## src/hw/rtl/psbc_pkg.sv

```systemverilog
`timescale 1ns / 1ps

package psbc_pkg;

    // Plane table geometry
    localparam int MAX_PLANES = 16;
    localparam int IDX_W      = (MAX_PLANES > 1) ? $clog2(MAX_PLANES) : 1;
    localparam int CNT_W      = $clog2(MAX_PLANES + 1);
    localparam int PIDX_W     = 6;

    // Arithmetic widths (all Q.30 values)
    localparam int PROD_W = 48;   // Q1.14 x Q16.16, signed
    localparam int MAG_W  = 47;   // Q15.16 half-size x |normal|, unsigned
    localparam int M_W    = 50;   // signed distance of the centre
    localparam int N_W    = 48;   // projected extent
    localparam int SUM_W  = 51;   // m + n and m - n

    // Function codes of an input word
    localparam logic [1:0] FN_CLEAR  = 2'd0;
    localparam logic [1:0] FN_APPEND = 2'd1;
    localparam logic [1:0] FN_TEST   = 2'd2;

    typedef enum logic [2:0] {
        V_INSIDE    = 3'd0,
        V_INTERSECT = 3'd1,
        V_OUTSIDE   = 3'd2,
        V_STORED    = 3'd3,
        V_DROPPED   = 3'd4,
        V_CLEARED   = 3'd5
    } t_verdict;

    // Source of a pending result
    typedef enum logic [1:0] {
        RES_CLEAR,
        RES_APPEND,
        RES_EMPTY,
        RES_PLANE
    } t_res_sel;

    typedef enum logic [1:0] {
        ST_IDLE,
        ST_RUN,
        ST_HOLD
    } t_state;

    typedef struct packed {
        logic signed [15:0] nx;
        logic signed [15:0] ny;
        logic signed [15:0] nz;
        logic signed [31:0] off;
    } t_plane;

    // Controller to datapath
    typedef struct packed {
        logic     clear;
        logic     append;
        logic     start;
        logic     flush;
        logic     res_load;
        t_res_sel res_sel;
        logic     out_load;
    } t_cmd;

    // Datapath to controller
    typedef struct packed {
        logic cnt_zero;
        logic done;
    } t_stat;

endpackage

```

## src/hw/rtl/psbc_ctrl.sv

```systemverilog
`timescale 1ns / 1ps

module psbc_ctrl (
    input  logic                i_clk,
    input  logic                i_rst_n,
    input  logic                i_valid,
    output logic                o_stall,
    input  logic [1:0]          i_func,
    output logic                o_valid,
    input  logic                i_stall,
    input  psbc_pkg::t_stat     i_stat,
    output psbc_pkg::t_cmd      o_cmd
);

    psbc_pkg::t_state r_state, n_state;
    logic             r_out_v, n_out_v;

    // State and output valid registers
    always_ff @(posedge i_clk) begin
        if (!i_rst_n) begin
            r_state <= psbc_pkg::ST_IDLE;
            r_out_v <= 1'b0;
        end else begin
            r_state <= n_state;
            r_out_v <= n_out_v;
        end
    end

    // Next state and commands
    always_comb begin
        n_state          = r_state;
        o_cmd            = '0;
        o_cmd.res_sel    = psbc_pkg::RES_CLEAR;
        n_out_v          = r_out_v && i_stall;

        unique case (r_state)
            psbc_pkg::ST_IDLE: begin
                if (i_valid) begin
                    case (i_func)
                        psbc_pkg::FN_CLEAR: begin
                            o_cmd.clear    = 1'b1;
                            o_cmd.res_load = 1'b1;
                            o_cmd.res_sel  = psbc_pkg::RES_CLEAR;
                            n_state        = psbc_pkg::ST_HOLD;
                        end
                        psbc_pkg::FN_APPEND: begin
                            o_cmd.append   = 1'b1;
                            o_cmd.res_load = 1'b1;
                            o_cmd.res_sel  = psbc_pkg::RES_APPEND;
                            n_state        = psbc_pkg::ST_HOLD;
                        end
                        psbc_pkg::FN_TEST: begin
                            o_cmd.start = 1'b1;
                            if (i_stat.cnt_zero) begin
                                o_cmd.res_load = 1'b1;
                                o_cmd.res_sel  = psbc_pkg::RES_EMPTY;
                                n_state        = psbc_pkg::ST_HOLD;
                            end else begin
                                n_state = psbc_pkg::ST_RUN;
                            end
                        end
                        default: ;  // unused code: word dropped, no result
                    endcase
                end
            end
            psbc_pkg::ST_RUN: begin
                // decision reached at the end of the pipeline
                if (i_stat.done) begin
                    o_cmd.res_load = 1'b1;
                    o_cmd.res_sel  = psbc_pkg::RES_PLANE;
                    o_cmd.flush    = 1'b1;
                    n_state        = psbc_pkg::ST_HOLD;
                end
            end
            psbc_pkg::ST_HOLD: begin
                // move the pending result once the output register is free
                if (!r_out_v || !i_stall) begin
                    o_cmd.out_load = 1'b1;
                    n_out_v        = 1'b1;
                    n_state        = psbc_pkg::ST_IDLE;
                end
            end
            default: n_state = psbc_pkg::ST_IDLE;
        endcase
    end

    assign o_stall = (r_state != psbc_pkg::ST_IDLE);
    assign o_valid = r_out_v;

endmodule

```

## config.mk

```make
export PLATFORM = sky130hd
export DESIGN_NAME = psbc_ctrl
export DESIGN_NICKNAME = d
export VERILOG_FILES = /design/src/hw/rtl/psbc_pkg.sv /design/src/hw/rtl/psbc_ctrl.sv
export SDC_FILE = /design/constraint.sdc
export NUM_CORES = 1
export LEC_CHECK = 0
export BUFFER_PORTS_ARGS = -buffer_cell sky130_fd_sc_hd__buf_2
export CORE_AREA = 2 2 39 41
export CTS_CLUSTER_DIAMETER = 40
export CTS_CLUSTER_SIZE = 8
export DETAILED_ROUTE_END_ITERATION = 7
export DIE_AREA = 0 0 41 43
export PLACE_DENSITY = 0.43
export SLEW_MARGIN = 20
export SYNTH_ARGS = -nofsm -noshare
export SYNTH_HDL_FRONTEND = slang
export SYNTH_SLANG_ARGS = --single-unit
```

## constraint.sdc

```tcl
create_clock -name i_clk -period 1.15 [get_ports i_clk]
set_clock_uncertainty 0.15 [all_clocks]
set_input_delay 0.115 -clock i_clk [delete_from_list [all_inputs] [get_ports i_clk]]
set_output_delay 0.115 -clock i_clk [all_outputs]
set_load 0.01 [all_outputs]
```

==> impl_metrics.ini <==
[layout]
regArea_um2 = 65.1
layout_commonest_cell = buf_2
fin_nets = 67
final_design_area_no_fill_um2 = 459
utilization_pct = 33.2
fillers = 151
final_cells = 74
multi_input_area_um2 = 208
layout-drive-gt1-share_pct = 56.9
areaGrowthSynthToFinish_pct = 101
antenna_cells = 0

[floorplan]
die_h_um = 43
rows = 14
initial_utilization_pct = 16.5
die_x_um = 41
num_io_pins = 18
die-area_um2 = 1760
core_area_um2 = 1380

[power_and_ir_drop]
power.share.sequential_pct = 26.8
powerDensity_nw_per_um2 = 963
leakagePower_nw = 0.232
clock_power_share_pct = 41.6
switching_share_pct = 30.3
max-vdd-ir-drop_mv = 0.242
combPwrFrac_pct = 31.6
p_sw_uw = 134
power.internal_uw = 308

[critical_path]
crit_buf_inv = 1
slowest_stage = dfxtp_4
critPathKind = flop to output port
crit_family = flip-flops
cp.arrival_ns = 1.13
cpPeakStageDelay_ns = 0.36
setup.worst_path.start_class = flop
end_kind = output port
critPathRequiredTime_ns = 0.88
path_max_fanout = 5
crit_chain = nor2_4, nand2_4, o31ai_4, buf_2

[clock_tree]
cts_sinks = 3
clockBufferDepth = 2
postCtsSetupBuffers = 0
cts_tree = built
cts_root_buf = clkbuf_4
cts_buffers = 3
insertion_delay_ns = 0.23
htreeDepth = 1
clk_pin_slew_worst_paths_ns = 0.04

[drt]
vias = 331
dr.pass1.iters = 2
drtIter0Drc = 2
drc = 0
avgViaCountPerCell = 4.47
wire_per_inst_um = 10.3
wirelength_um = 762
ant_nets = 0

[timing]
slew_headroom_pct = 81.8
worst_pin_slew_ns = 0.272
setup_viol = 10
fin_ws_ns = -0.246
holdWs_ns = 0.0314
fmax_ghz = 0.716
post-route-min-period_ns = 1.40
maxSlewViolCount = 0
rsz0062_at_grt = true
post-route-period-util_pct = 121
setup_tns_ns = -1.66
hold_viol = 0

[synth]
ys_top_cells_by_area = dfxtp_1 26%, nor2b_1 8.2%, a21boi_0 6.6%
ys_ff_latch = 3
synth_area_leader_cell = dfxtp_1
synth.top_cell.area_share_pct = 26.2
synth_area_per_cell_um2 = 7.16
syn_nets = 40
synth_area_um2 = 229
yosysUniqueCellTypes = 18
synthCells = 32
yosysWarnings = 0
synth-seq-area-share_pct = 26.2

[outcome]
status = complete, but fails checks
failed_checks = negative setup slack

[place]
hpwl_um = 570
place.gp.congestion = 0.722
portBuffers = 17
place_area_um2 = 370
place_inst = 69

[global_routing]
overflow = 0
grt_max_degree = 8
grt_antenna_before_repair = 0
track_usage_pct = 8.71
grt_pass1_vias = 282
grt_pass1_wl_um = 1080

[job]
max-cap-violations = 0

[hold_path]
hold_class = input pin to flop
state kept, by name, indices dropped and copies added, names as in the netlist:
name / flops
o_valid: 1
r_state: 2
cell type report:
class / count / area share (%)
clock buffer: 4 / 5.72
inverter: 3 / 2.45
timing repair buffer: 22 / 28.1
sequential: 3 / 14.2
tap: 16 / 4.36
multi-input combinational: 26 / 45.2
worst register-to-register path, stage by stage (launching register included):
cell and delay [ns]:
dfxtp_2 0.33, buf_4 0.16, a221o_1 0.25, and4_1 0.17
cells in the mapped netlist:
cell      n
a21boi_0  2
a21oi_1   1
a221o_1   1
a31oi_1   1
a32oi_1   1
and3_1    1
and4_1    1
dfxtp_1   3
inv_1     3
nand2_1   4
nand2b_1  1
nand3b_1  1
nor2_1    2
nor2b_1   3
nor3_1    2
nor3b_1   2
o21ai_0   2
o31ai_1   1
per-layer routing:
| layer | global-route usage (%) | part of all wire [%] | up-vias |
|---|---|---|---|
| met4 | 4.00 | 0 | 0 |
| met5 | 0 | 0 | - |
| li1 | - | - | 167 |
| met2 | 14.4 | 52 | 9 |
| met3 | 1.57 | 5.0 | 0 |
| met1 | 10.2 | 43 | 155 |
power groups by stage:
stage	Combinational [mW]	Clock [mW]	Sequential (mW)
after floorplan	0.0527	0	0.121
after global placement	0.118	0	0.118
after detailed placement	0.117	0	0.118
after CTS	0.123	0.196	0.120
after global routing	0.153	0.206	0.120
final	0.140	0.184	0.119
logic make-up after synthesis:
| family | after synthesis | share of synthesized area (%) |
|---|---|---|
| AND/OR/NAND/NOR | 17 | 41.5 |
| AO/OA/AOI/OAI | 9 | 27.3 |
| flip-flops | 3 | 26.2 |
| buffers and inverters | 3 | 4.92 |
path summary, 6_finish.rpt:
kind | slack [ns] | cells past startpoint | start | endpoint
setup / recovery | -0.25 | 4 | r_state[0]$_SDFFE_PN0P_ | o_cmd[1]
setup reg to reg | -0.02 | 3 | r_state[1]$_SDFFE_PN0P_ | r_state[1]$_SDFFE_PN0P_
hold reg to reg | 0.38 | 2 | o_valid$_SDFF_PN0_ | o_valid$_SDFF_PN0_
hold / removal | 0.03 | 3 | i_stall | o_valid$_SDFF_PN0_
stage by stage:
stage               power, mW  worst slack (ns)
floorplan               0.174           -0.0693
global placement        0.236           -0.0157
detailed placement      0.235           -0.0408
CTS                     0.439            -0.231
global route            0.479            -0.307
finish                  0.442            -0.246
what timing repair did:
action                                 CTS  global route
hold buffers                             1             0
pin swaps                                1             3
setup endpoints to repair                9            11
gates resized for setup                  4             8
endpoints found under the hold margin    2             0
Note: power is estimated with default switching activity, not from simulation.
